### config.mk
export PLATFORM = sky130hd
export DESIGN_NAME = length_prefixed_request_deframer
export DESIGN_NICKNAME = d
export VERILOG_FILES = /design/src/sv/lprd_pkg.sv /design/src/sv/lprd_parser.sv /design/src/sv/lprd_result_queue.sv /design/src/sv/length_prefixed_request_deframer.sv
export SDC_FILE = /design/constraint.sdc
export NUM_CORES = 1
export LEC_CHECK = 0
export BUFFER_PORTS_ARGS = -buffer_cell sky130_fd_sc_hd__buf_2
export CORE_MARGIN = 2
export CORE_UTILIZATION = 40
export CTS_BUF_LIST = sky130_fd_sc_hd__clkbuf_8
export CTS_CLUSTER_SIZE = 20
export DETAILED_ROUTE_END_ITERATION = 8
export HOLD_SLACK_MARGIN = 0.08
export PLACE_DENSITY = 0.63
export RECOVER_POWER = 25
export SETUP_SLACK_MARGIN = 0.3
export SYNTH_ARGS = -nofsm -noshare
export SYNTH_HDL_FRONTEND = slang
export SYNTH_SLANG_ARGS = --single-unit
### constraint.sdc
create_clock -name aclk -period 10.1 [get_ports aclk]
set_input_delay 1.01 -clock aclk [delete_from_list [all_inputs] [get_ports aclk]]
set_output_delay 1.01 -clock aclk [all_outputs]
set_load 0.02 [all_outputs]
### src/sv/lprd_pkg.sv
`default_nettype none
package lprd_pkg;

    localparam int FIELD_BYTES = 4;

    typedef enum logic [1:0] {
        KIND_HEADER  = 2'd0,
        KIND_PAYLOAD = 2'd1,
        KIND_VERDICT = 2'd2
    } kind_t;

    typedef enum logic [2:0] {
        ST_OK     = 3'd0,
        ST_SHORT  = 3'd1,
        ST_MANY   = 3'd2,
        ST_CUTLEN = 3'd3,
        ST_CUTPAY = 3'd4,
        ST_TRAIL  = 3'd5
    } status_t;

    typedef struct packed {
        kind_t       kind;
        logic [31:0] arg_index;
        logic [31:0] arg_length;
        logic [7:0]  payload_byte;
        logic        arg_end;
        status_t     status;
    } result_t;

    typedef struct packed {
        logic [1:0] count;
        result_t    first;
        result_t    second;
    } push_t;

endpackage
`default_nettype wire

### src/sv/lprd_parser.sv
`default_nettype none
module lprd_parser
    import lprd_pkg::*;
#(
    parameter logic [31:0] MAX_ARGS_RESET = 32'd4096
) (
    input  wire logic        aclk,
    input  wire logic        aresetn,
    input  wire logic        cfg_max_args_we,
    input  wire logic [31:0] cfg_max_args_wdata,
    input  wire logic        in_accept,
    input  wire logic [7:0]  data_byte,
    input  wire logic        frame_last,
    output push_t            push
);

    typedef enum logic [2:0] {
        PH_COUNT = 3'd0,
        PH_LEN   = 3'd1,
        PH_PAY   = 3'd2,
        PH_DONE  = 3'd3,
        PH_ERR   = 3'd4
    } phase_t;

    phase_t      phase_reg, phase_next;
    logic [1:0]  fbc_reg, fbc_next;
    logic [31:0] shift_reg, shift_next;
    logic [31:0] args_left_reg, args_left_next;
    logic [31:0] payload_left_reg, payload_left_next;
    logic [31:0] cur_arg_reg, cur_arg_next;
    status_t     err_reg, err_next;
    logic [31:0] max_args_reg;

    logic [31:0] field_val;
    logic        field_done;
    logic        prim_valid;
    result_t     prim;
    result_t     verdict;

    always_comb begin
        field_val = shift_reg;
        case (fbc_reg)
            2'd0:    field_val[7:0]   = data_byte;
            2'd1:    field_val[15:8]  = data_byte;
            2'd2:    field_val[23:16] = data_byte;
            2'd3:    field_val[31:24] = data_byte;
            default: field_val = shift_reg;
        endcase
        field_done = (fbc_reg == 2'(FIELD_BYTES - 1));
    end

    always_comb begin
        phase_next        = phase_reg;
        fbc_next          = fbc_reg;
        shift_next        = shift_reg;
        args_left_next    = args_left_reg;
        payload_left_next = payload_left_reg;
        cur_arg_next      = cur_arg_reg;
        err_next          = err_reg;
        prim_valid        = 1'b0;
        prim              = '0;
        verdict           = '0;
        verdict.kind      = KIND_VERDICT;

        case (phase_reg)
            PH_COUNT, PH_LEN: begin
                if (field_done) begin
                    fbc_next   = 2'd0;
                    shift_next = '0;
                end else begin
                    fbc_next   = fbc_reg + 2'd1;
                    shift_next = field_val;
                end
                if (field_done && phase_reg == PH_COUNT) begin
                    if (field_val > max_args_reg) begin
                        err_next   = ST_MANY;
                        phase_next = PH_ERR;
                    end else begin
                        args_left_next = field_val;
                        cur_arg_next   = '0;
                        phase_next     = (field_val != '0) ? PH_LEN : PH_DONE;
                    end
                end else if (field_done) begin
                    prim_valid      = 1'b1;
                    prim.kind       = KIND_HEADER;
                    prim.arg_index  = cur_arg_reg;
                    prim.arg_length = field_val;
                    if (field_val == '0) begin
                        args_left_next = args_left_reg - 32'd1;
                        cur_arg_next   = cur_arg_reg + 32'd1;
                        phase_next     = (args_left_reg != 32'd1) ? PH_LEN : PH_DONE;
                    end else begin
                        payload_left_next = field_val;
                        phase_next        = PH_PAY;
                    end
                end
            end
            PH_PAY: begin
                prim_valid        = 1'b1;
                prim.kind         = KIND_PAYLOAD;
                prim.arg_index    = cur_arg_reg;
                prim.payload_byte = data_byte;
                prim.arg_end      = (payload_left_reg == 32'd1);
                payload_left_next = payload_left_reg - 32'd1;
                if (payload_left_reg == 32'd1) begin
                    args_left_next = args_left_reg - 32'd1;
                    cur_arg_next   = cur_arg_reg + 32'd1;
                    phase_next     = (args_left_reg != 32'd1) ? PH_LEN : PH_DONE;
                end
            end
            PH_DONE: begin
                err_next   = ST_TRAIL;
                phase_next = PH_ERR;
            end
            default: begin
                phase_next = PH_ERR;
            end
        endcase

        case (phase_next)
            PH_COUNT: verdict.status = ST_SHORT;
            PH_LEN:   verdict.status = ST_CUTLEN;
            PH_PAY:   verdict.status = ST_CUTPAY;
            PH_DONE:  verdict.status = ST_OK;
            default:  verdict.status = err_next;
        endcase

        push = '0;
        if (in_accept) begin
            if (prim_valid && frame_last) begin
                push.count  = 2'd2;
                push.first  = prim;
                push.second = verdict;
            end else if (prim_valid) begin
                push.count = 2'd1;
                push.first = prim;
            end else if (frame_last) begin
                push.count = 2'd1;
                push.first = verdict;
            end
        end

        if (frame_last) begin
            phase_next        = PH_COUNT;
            fbc_next          = '0;
            shift_next        = '0;
            args_left_next    = '0;
            payload_left_next = '0;
            cur_arg_next      = '0;
            err_next          = ST_OK;
        end
    end

    always_ff @(posedge aclk) begin
        if (!aresetn) begin
            phase_reg        <= PH_COUNT;
            fbc_reg          <= '0;
            shift_reg        <= '0;
            args_left_reg    <= '0;
            payload_left_reg <= '0;
            cur_arg_reg      <= '0;
            err_reg          <= ST_OK;
            max_args_reg     <= MAX_ARGS_RESET;
        end else begin
            if (cfg_max_args_we) begin
                max_args_reg <= cfg_max_args_wdata;
            end
            if (in_accept) begin
                phase_reg        <= phase_next;
                fbc_reg          <= fbc_next;
                shift_reg        <= shift_next;
                args_left_reg    <= args_left_next;
                payload_left_reg <= payload_left_next;
                cur_arg_reg      <= cur_arg_next;
                err_reg          <= err_next;
            end
        end
    end

endmodule
`default_nettype wire

### src/sv/lprd_result_queue.sv
`default_nettype none
module lprd_result_queue
    import lprd_pkg::*;
(
    input  wire logic  aclk,
    input  wire logic  aresetn,
    input  wire push_t push,
    output logic       space,
    output logic       out_valid,
    input  wire logic  out_ready,
    output result_t    out_res
);

    localparam int DEPTH = 3;

    result_t    q_reg [DEPTH];
    result_t    q_next [DEPTH];
    logic [1:0] count_reg, count_next;
    logic       pop;
    logic [1:0] base;

    assign out_valid = (count_reg != 2'd0);
    assign out_res   = q_reg[0];
    assign space     = (count_reg <= 2'd1);
    assign pop       = out_valid && out_ready;
    assign base      = count_reg - {1'b0, pop};

    always_comb begin
        for (int i = 0; i < DEPTH; i++) begin
            if (pop && i < DEPTH - 1) begin
                q_next[i] = q_reg[(i < DEPTH - 1) ? i + 1 : i];
            end else begin
                q_next[i] = q_reg[i];
            end
            if (push.count != 2'd0 && base == 2'(i)) begin
                q_next[i] = push.first;
            end
            if (push.count == 2'd2 && base + 2'd1 == 2'(i)) begin
                q_next[i] = push.second;
            end
        end
        count_next = base + push.count;
    end

    always_ff @(posedge aclk) begin
        if (!aresetn) begin
            count_reg <= '0;
        end else begin
            count_reg <= count_next;
        end
        for (int i = 0; i < DEPTH; i++) begin
            q_reg[i] <= q_next[i];
        end
    end

endmodule
`default_nettype wire

### src/sv/length_prefixed_request_deframer.sv
// Request frame deframer.
// Input stream: one frame byte per transaction on s_tdata, s_tlast high on the
// frame's last byte. A frame is a 4-byte little-endian argument count, then per
// argument a 4-byte little-endian length and that many payload bytes.
// Output stream: m_tuser gives the result kind (header, payload byte, verdict),
// m_tlast marks the last payload byte of an argument, m_tdata carries the
// argument index, length, payload byte and verdict status.
// The byte parse is done in the cycle a byte is accepted and its results are
// written to a three-entry result queue, whose head register drives the output.
// One byte is accepted per cycle while the queue has space; a byte that
// produces two results (a header or payload byte together with the verdict)
// takes two queue entries and can hold s_tready low until a result is taken.
// s_tready depends only on the queue fill, so a stalled receiver holds the
// results in the queue and input stops once two results are waiting; bytes
// that produce no result are still accepted until then.
// Reset clears the parse state, empties the queue and sets the argument count
// limit to MAX_ARGS_RESET. The limit is written by cfg_max_args_we; the user
// must write it only while the block is idle, which the block does not enforce.
`default_nettype none
module length_prefixed_request_deframer
    import lprd_pkg::*;
#(
    parameter logic [31:0] MAX_ARGS_RESET = 32'd4096
) (
    input  wire logic        aclk,
    input  wire logic        aresetn,
    input  wire logic        cfg_max_args_we,
    input  wire logic [31:0] cfg_max_args_wdata,
    input  wire logic        s_tvalid,
    output logic             s_tready,
    input  wire logic [7:0]  s_tdata,   // [7:0] data_byte
    input  wire logic        s_tlast,
    output logic             m_tvalid,
    input  wire logic        m_tready,
    output logic [79:0]      m_tdata,   // [31:0] arg_index, [63:32] arg_length,
                                        // [71:64] payload_byte, [74:72] status
    output logic [1:0]       m_tuser,   // [1:0] kind
    output logic             m_tlast
);

    push_t   push;
    logic    space;
    logic    in_accept;
    result_t out_res;

    assign s_tready  = space;
    assign in_accept = s_tvalid && space;

    lprd_parser #(
        .MAX_ARGS_RESET(MAX_ARGS_RESET)
    ) u_parser (
        .aclk              (aclk),
        .aresetn           (aresetn),
        .cfg_max_args_we   (cfg_max_args_we),
        .cfg_max_args_wdata(cfg_max_args_wdata),
        .in_accept         (in_accept),
        .data_byte         (s_tdata),
        .frame_last        (s_tlast),
        .push              (push)
    );

    lprd_result_queue u_queue (
        .aclk     (aclk),
        .aresetn  (aresetn),
        .push     (push),
        .space    (space),
        .out_valid(m_tvalid),
        .out_ready(m_tready),
        .out_res  (out_res)
    );

    assign m_tdata = {5'd0, out_res.status, out_res.payload_byte,
                      out_res.arg_length, out_res.arg_index};
    assign m_tuser = out_res.kind;
    assign m_tlast = out_res.arg_end;

endmodule
`default_nettype wire

# --- Word level (Yosys, flattened, before mapping) ---
# Memory sizes are Yosys's and may differ from the RTL's.
# Index checks and enable logic that the tools add are counted.
classes:
  n_addsub: 7
  order_cmp: 2
  n_eq_ne: 23
  n_mux: 64
  n_reduce_logical: 25
op_table:
  columns: ["op", "count"]
  rows:
  - ["two-way mux 78 bit", 9]
  - ["two-way mux 32 bit", 20]
  - ["one-hot mux 32 bit (2 select lines)", 3]
  - ["two-way mux 80 bit", 2]
  - ["two-way mux 158 bit", 1]
  - ["two-way mux 79 bit", 1]
  - ["one-hot mux 34 bit (2 select lines)", 1]
  - ["two-way mux 66 bit", 1]
  - ["two-way mux 64 bit", 1]
  - ["subtractor 32 x 1 -> 32 bit (second input constant)", 2]
  - ["adder 32 x 1 -> 32 bit (second input constant)", 1]
  - ["equality test 32 x 1 -> 1 bit (second input constant)", 1]
  - ["greater-than comparator 32 bit", 1]
  - ["zero test 32 bit", 1]
  - ["two-way mux 8 bit", 4]
  - ["inequality test 32 x 1 -> 1 bit (second input constant)", 1]
  - ["nonzero test 32 bit", 1]
  - ["two-way mux 3 bit", 9]
  - ["equality test 3 x 2 -> 1 bit (second input constant)", 4]
  - ["one-hot mux 3 bit (2 select lines)", 2]
  - ["one-hot mux 3 bit (4 select lines)", 1]
  - ["equality test 2 bit (second input constant)", 5]
  - ["logical AND 1 bit", 10]
  - ["two-way mux 2 bit", 5]
  - ["other kinds (21)", 34]
word_totals:
  reg_bits: 170
  ram_bits: 234
  inputBits: 46
  output_inout_bits: 85
  word_cells: 131
  n_memories: 1
mem_list:
  columns: ["name", "depth", "width", "read_ports", "rd_ports_with_merged_regs", "wr", "line_no", "source"]
  rows:
  - ["u_queue.q_reg", 3, 78, 3, 0, 3, "lprd_result_queue.sv:16", "result_t q_reg [DEPTH];"]

# --- Depth between registers and ports, before layout ---
logic_depth:
  ltp_word: 17
  depth_mapped: 16
  mapped_depth_nobuf: 12

# --- Cells and area by module ---
# Synthesis repeated with hierarchy kept, for this count alone.
unflattened:
  hier_cells: 2467
  hier_area_um2: 23402.4
by_module_without_submodules:
  columns: ["mod", "instances", "cells_each", "area_each_um2", "seq_area_each_um2"]
  rows:
  - ["lprd_result_queue", 1, 995, 12399.4, 7066.8]
  - ["lprd_parser", 1, 1465, 10955.5, 3363.2]
  - ["length_prefixed_request_deframer", 1, 7, 47.5, 0.0]

# --- Worst setup path after synthesis ---
# OpenSTA, ideal clock, no wires.
synth_timing:
  kind: "reg-to-reg"
  from: "register u_parser.fbc_reg[1]"
  to: "register u_parser.args_left_reg[20]"
  setup_ns: 0.119
  t_arrival_ns: 3.657
  required_ns: 9.981
  path_slack_ns: 6.325
  stages_incl_launch_ff: 15
  path_buffers: 4
  synth_period_minus_slack_ns: 3.775
  cell_sequence: "dfxtp_1 ha_1 clkbuf_1 buf_1 mux2_2 ha_1 nand4_1 nor4_1 nand3b_1 a31oi_1 o31a_1 buf_2 clkbuf_1 nor3_1 o221a_2"
synth_between:
  elab_chain_cells: 6
  elab_cells_between_ends: 19
  cone_classes: "order compare: 1; eq/ne: 6; mux: 8; reduce/logical: 4"
synth_rtl:
  columns: ["element", "line_no", "source"]
  rows:
  - ["start: declaration", "lprd_parser.sv:26", "logic [1:0] fbc_reg, fbc_next;"]
  - ["start signal: assignment", "lprd_parser.sv:170", "fbc_reg <= fbc_next;"]
  - ["parallel branches: the longest is 6 deep, another holds greater-than comparator 32 bit", null, null]
  - ["end signal: assignment", "lprd_parser.sv:172", "args_left_reg <= args_left_next;"]
  - ["end: declaration", "lprd_parser.sv:28", "logic [31:0] args_left_reg, args_left_next;"]
# Parallel ways; which one is timed is not known. The select of a mux whose other input is x is not followed.
# A chain may end at the register's enable or synchronous reset.

==> Flow_metrics.wiki <==
{| class="wikitable"
! Metric !! Value
|-
| Top-count cell post-synth || dfxtp_1
|-
| Final setup violation count || 0
|-
| Sum of negative setup slack || 0 ps
|-
| Bufs on Longest Clock Path || 3
|-
| Sum of routed wire segments on met1 || 27.6 mm
|-
| Worst hold slack || 464 ps
|-
| Share of the synthesized area in the top cell type || 0.384
|-
| Routed len/inst || 20.6 um
|-
| CP top delay family || buffers and inverters
|-
| Failing checks || max-capacitance violations, max-slew violations
|-
| Fmax achieved || 0.160 GHz
|-
| Worst setup slack after layout || 3870 ps
|-
| Biggest area consumer among synthesized cells || dfxtp_1
|-
| Antenna violations before repair || 1
|-
| Pre-Repair DR Iteration Count || 6
|-
| Vias in the first global route || 17,086
|-
| Min cycle time layout || 6230 ps
|-
| Internal reg-to-reg setup slack || 5160 ps
|-
| Post-detail-place hpwl || 38.5 mm
|-
| Count of cell types in the netlist || 80
|-
| Count of input and output buffers || 125
|-
| Startpoint kind of the worst setup timing path || input pin
|-
| Worst Hold Class || reg -> reg
|-
| Final design instance area without fill || 22,200 um2
|-
| Core Footprint || 50,300 um2
|-
| Number of enable flip-flop cells after synthesis || 12
|-
| Number of synthesis warnings || 0
|-
| Total congestion overflow || 0
|-
| Initial cell density of the core || 0.406
|-
| Critical path peak fanout || 83
|-
| Max H-tree Level || 3
|-
| Most area-consuming cells after synthesis || dfxtp_1 38%, mux2i_1 9.5%, a211oi_1 5.8%, a21oi_1 5.1%, nor2_1 4.1%
|-
| Start-to-end type of the worst setup path || in -> reg
|-
| Unrepaired setup endpoints after global routing || false
|-
| Slew @ Worst Pin || 4260 ps
|-
| Cell breakdown of the critical path || buf_2 > buf_4 > inv_1 > clkbuf_1 > nor2_1 > nand2_1 > o21ai_0
|-
| Detailed router's first-iteration violation count || 1,810
|-
| Residual DRC count || 0
|-
| Worst IR Drop VDD || 0.138 mV
|-
| Clock-pin transition on the worst setup and hold timing paths || 50 ps
|-
| Cell area after synthesis || 20,400 um2
|-
| Most used flip-flop cell after synthesis || dfxtp_1
|-
| Clock Skews || 54.4 ps
|-
| Post-synth ARST share || 0
|-
| Maximum number of pins on one net before global-route repair || 97
|-
| Final Net Count || 2,345
|-
| Per-cell via count in the routed design || 6.04
|-
| Biggest cell delay along the critical path || 2970 ps
|-
| Total power per unit cell area || 245 nW/um2
|-
| Post CTS Setup Buffer Count || 0
|-
| Share of layout cells above drive strength 1 || 0.107
|-
| Top Metal Used || met4
|-
| Data required, critical path || 10,590 ps
|-
| R2r endpoint || u_parser.cur_arg_reg[28]
|-
| Clock buffers created by TritonCTS || 72
|-
| Post-cts repair resize count || 0
|-
| Count of mapped cells out of synthesis || 2,307
|-
| Max Cap Violations || 2
|-
| Number of instances on the worst hold path || 1
|-
| Mean instance size in the synthesized netlist || 8.85 um2
|-
| DR vias || 18,025
|-
| Global-route wire length before repair || 96.3 mm
|-
| Depth of the worst register-to-register path || 13
|-
| Clock latency of the later-clocked register in the worst-skew pair || 680 ps
|-
| Max FFs per register || 234
|-
| Count of standard-cell rows || 82
|-
| Top-level port count || 131
|-
| Layout Area Growth over Synthesis || 8.70%
|-
| Floorplan die area || 52,900 um2
|-
| Routability congestion estimate from global placement || 0.898
|-
| Number of sinks handled by clock tree synthesis || 404
|-
| Run status || finished, violations left
|-
| Hold Crit Start || u_queue.q_reg[0][222]
|-
| Count of state elements after synthesis || 404
|-
| Final Cycle Share || 0.617
|-
| Post-layout power || 5430 uW
|-
| Worst path buffer plus inverter count || 4
|-
| Worst flop-to-flop path startpoint || u_parser.fbc_reg[1]
|-
| Static leakage || 0.00880 uW
|-
| Final count of hold timing violations || 0
|-
| Sort of element at the end of the critical path || register
|-
| Clock tree from TritonCTS || done
|-
| Data arrival at the endpoint of the critical path || 6730 ps
|-
| Metal3 WL || 4.36 mm
|-
| Master cell of the clock root buffer || clkbuf_8
|-
| Vertical die dimension || 230 um
|-
| Die X-Extent || 230 um
|-
| Top post-synthesis cells by count || 392 x dfxtp_1, 222 x nor2_1, 210 x a21oi_1
|-
| Worst Setup Slack post-DPL || 5140 ps
|-
| Met2 wire len || 27.6 mm
|-
| Drt total wl || 61.3 mm
|-
| Pins over their slew limit || 118
|-
| Placed instance area || 20,800 um2
|-
| End point of the worst hold path || u_queue.q_reg[0][222]
|-
| Worst-path cell with the longest stage delay || clkbuf_1
|-
| Max transition margin || -1.84
|-
| Fraction of the yosys area taken by sequential cells || 0.402
|-
| Number of nets with antenna violations after routing || 0
|-
| Post-CTS Hold Fix Bufs || 0
|-
| Total routing resource utilization after global routing || 0.225
|}
-- how the worst max path moves through the flow --
stage | start | to | slack [ps] | cells past startpoint
finish | aresetn | u_parser.payload_left_reg[8] | 3870 | 7
global route | aresetn | u_parser.payload_left_reg[22] | 3390 | 7
CTS | u_parser.fbc_reg[0] | u_parser.args_left_reg[11] | 5340 | 13
detailed placement | m_tready | u_queue.q_reg[0][64] | 5140 | 9
global placement | m_tready | u_queue.q_reg[0][23] | 5250 | 9
floorplan | u_parser.fbc_reg[1] | u_parser.args_left_reg[20] | 6320 | 14
-- power by group --
group          switching (uW)  leakage [uW]  internal (uW)
logic                    1040       0.00465            641
registers                 209       0.00333           1950
clock network             709      0.000828            875
total                    1960       0.00880           3470
-- layer usage --
metal  global-route usage  up-vias
met3               0.0391      105
met2                0.350      712
met4               0.0923        0
met5                    0        -
li1                     -     8443
met1                0.307     8765
-- final cells by class --
class | count | area, um2
multi-input combinational | 1551 | 10700
antenna | 2 | 5.00
inverter | 73 | 277
fill | 4905 | 28100
clock inverter | 39 | 265
timing repair buffer | 152 | 723
clock buffer | 89 | 1220
sequential | 404 | 8210
tap | 672 | 841
-- stage by stage --
| stage | utilization | cells |
|---|---|---|
| 2_1_floorplan | - | 2311 |
| 6_report | 0.441 | 2982 |
| 3_5_place_dp | 0.414 | 2852 |
| 3_3_place_gp | 0.414 | 2852 |
| 4_1_cts | 0.443 | 2980 |
| 5_1_grt | 0.441 | 2981 |
-- worst register-to-register path, delay by kind of cell (launching register included) --
kind / cells / cell delay (ps)
simple gates: 3 / 790
compound gates: 4 / 1160
flops: 1 / 340
fa+ha+maj: 2 / 900
buf+inv: 3 / 600
mux: 1 / 870
-- cell families (layout without fill, tap and decap cells) --
family / Yosys count / after routing / share of synthesized area
muxes: 216 / 216 / 0.107
adders and majority gates: 45 / 45 / 0.0276
and+or+nand+nor: 568 / 568 / 0.137
DFF: 404 / 404 / 0.402
AOI/OAI and AO/OA: 705 / 705 / 0.238
xor gates and xnor gates: 12 / 12 / 0.00515
buffers and inverters: 356 / 353 / 0.0824
other: 1 / 7 / 0.000184
-- cells in the final DEF, fill, tap and decap left out, drive strengths merged, types with 6 or more instances in the layout --
| cell type | Yosys | routed |
|---|---|---|
| nand2b | 7 | 7 |
| a21oi | 210 | 210 |
| mux2i | 194 | 194 |
| a211oi | 157 | 157 |
| o21ai | 66 | 66 |
| a22o | 32 | 32 |
| o211ai | 15 | 15 |
| dfxtp | 392 | 392 |
| xnor2 | 8 | 8 |
| ha | 45 | 45 |
| nand2 | 87 | 87 |
| buf | 125 | 70 |
| inv | 72 | 93 |
| mux2 | 22 | 22 |
| nor4 | 28 | 28 |
| and3 | 20 | 20 |
| clkbuf | 158 | 171 |
| nand3 | 33 | 33 |
| edfxtp | 12 | 12 |
| a22oi | 34 | 34 |
| or3 | 9 | 9 |
| nor3 | 52 | 52 |
| o221a | 14 | 14 |
| a32o | 42 | 42 |
| clkinv | 1 | 12 |
| o2111ai | 6 | 6 |
| o22ai | 14 | 14 |
| and2 | 21 | 21 |
| o31ai | 30 | 30 |
| o311ai | 9 | 9 |
| nor2 | 222 | 222 |
| or4 | 36 | 36 |
| a311oi | 7 | 7 |
| nand4 | 29 | 29 |
| a31oi | 19 | 19 |
| nor3b | 7 | 7 |
No activity file was read; power rests on OpenSTA's default activity.
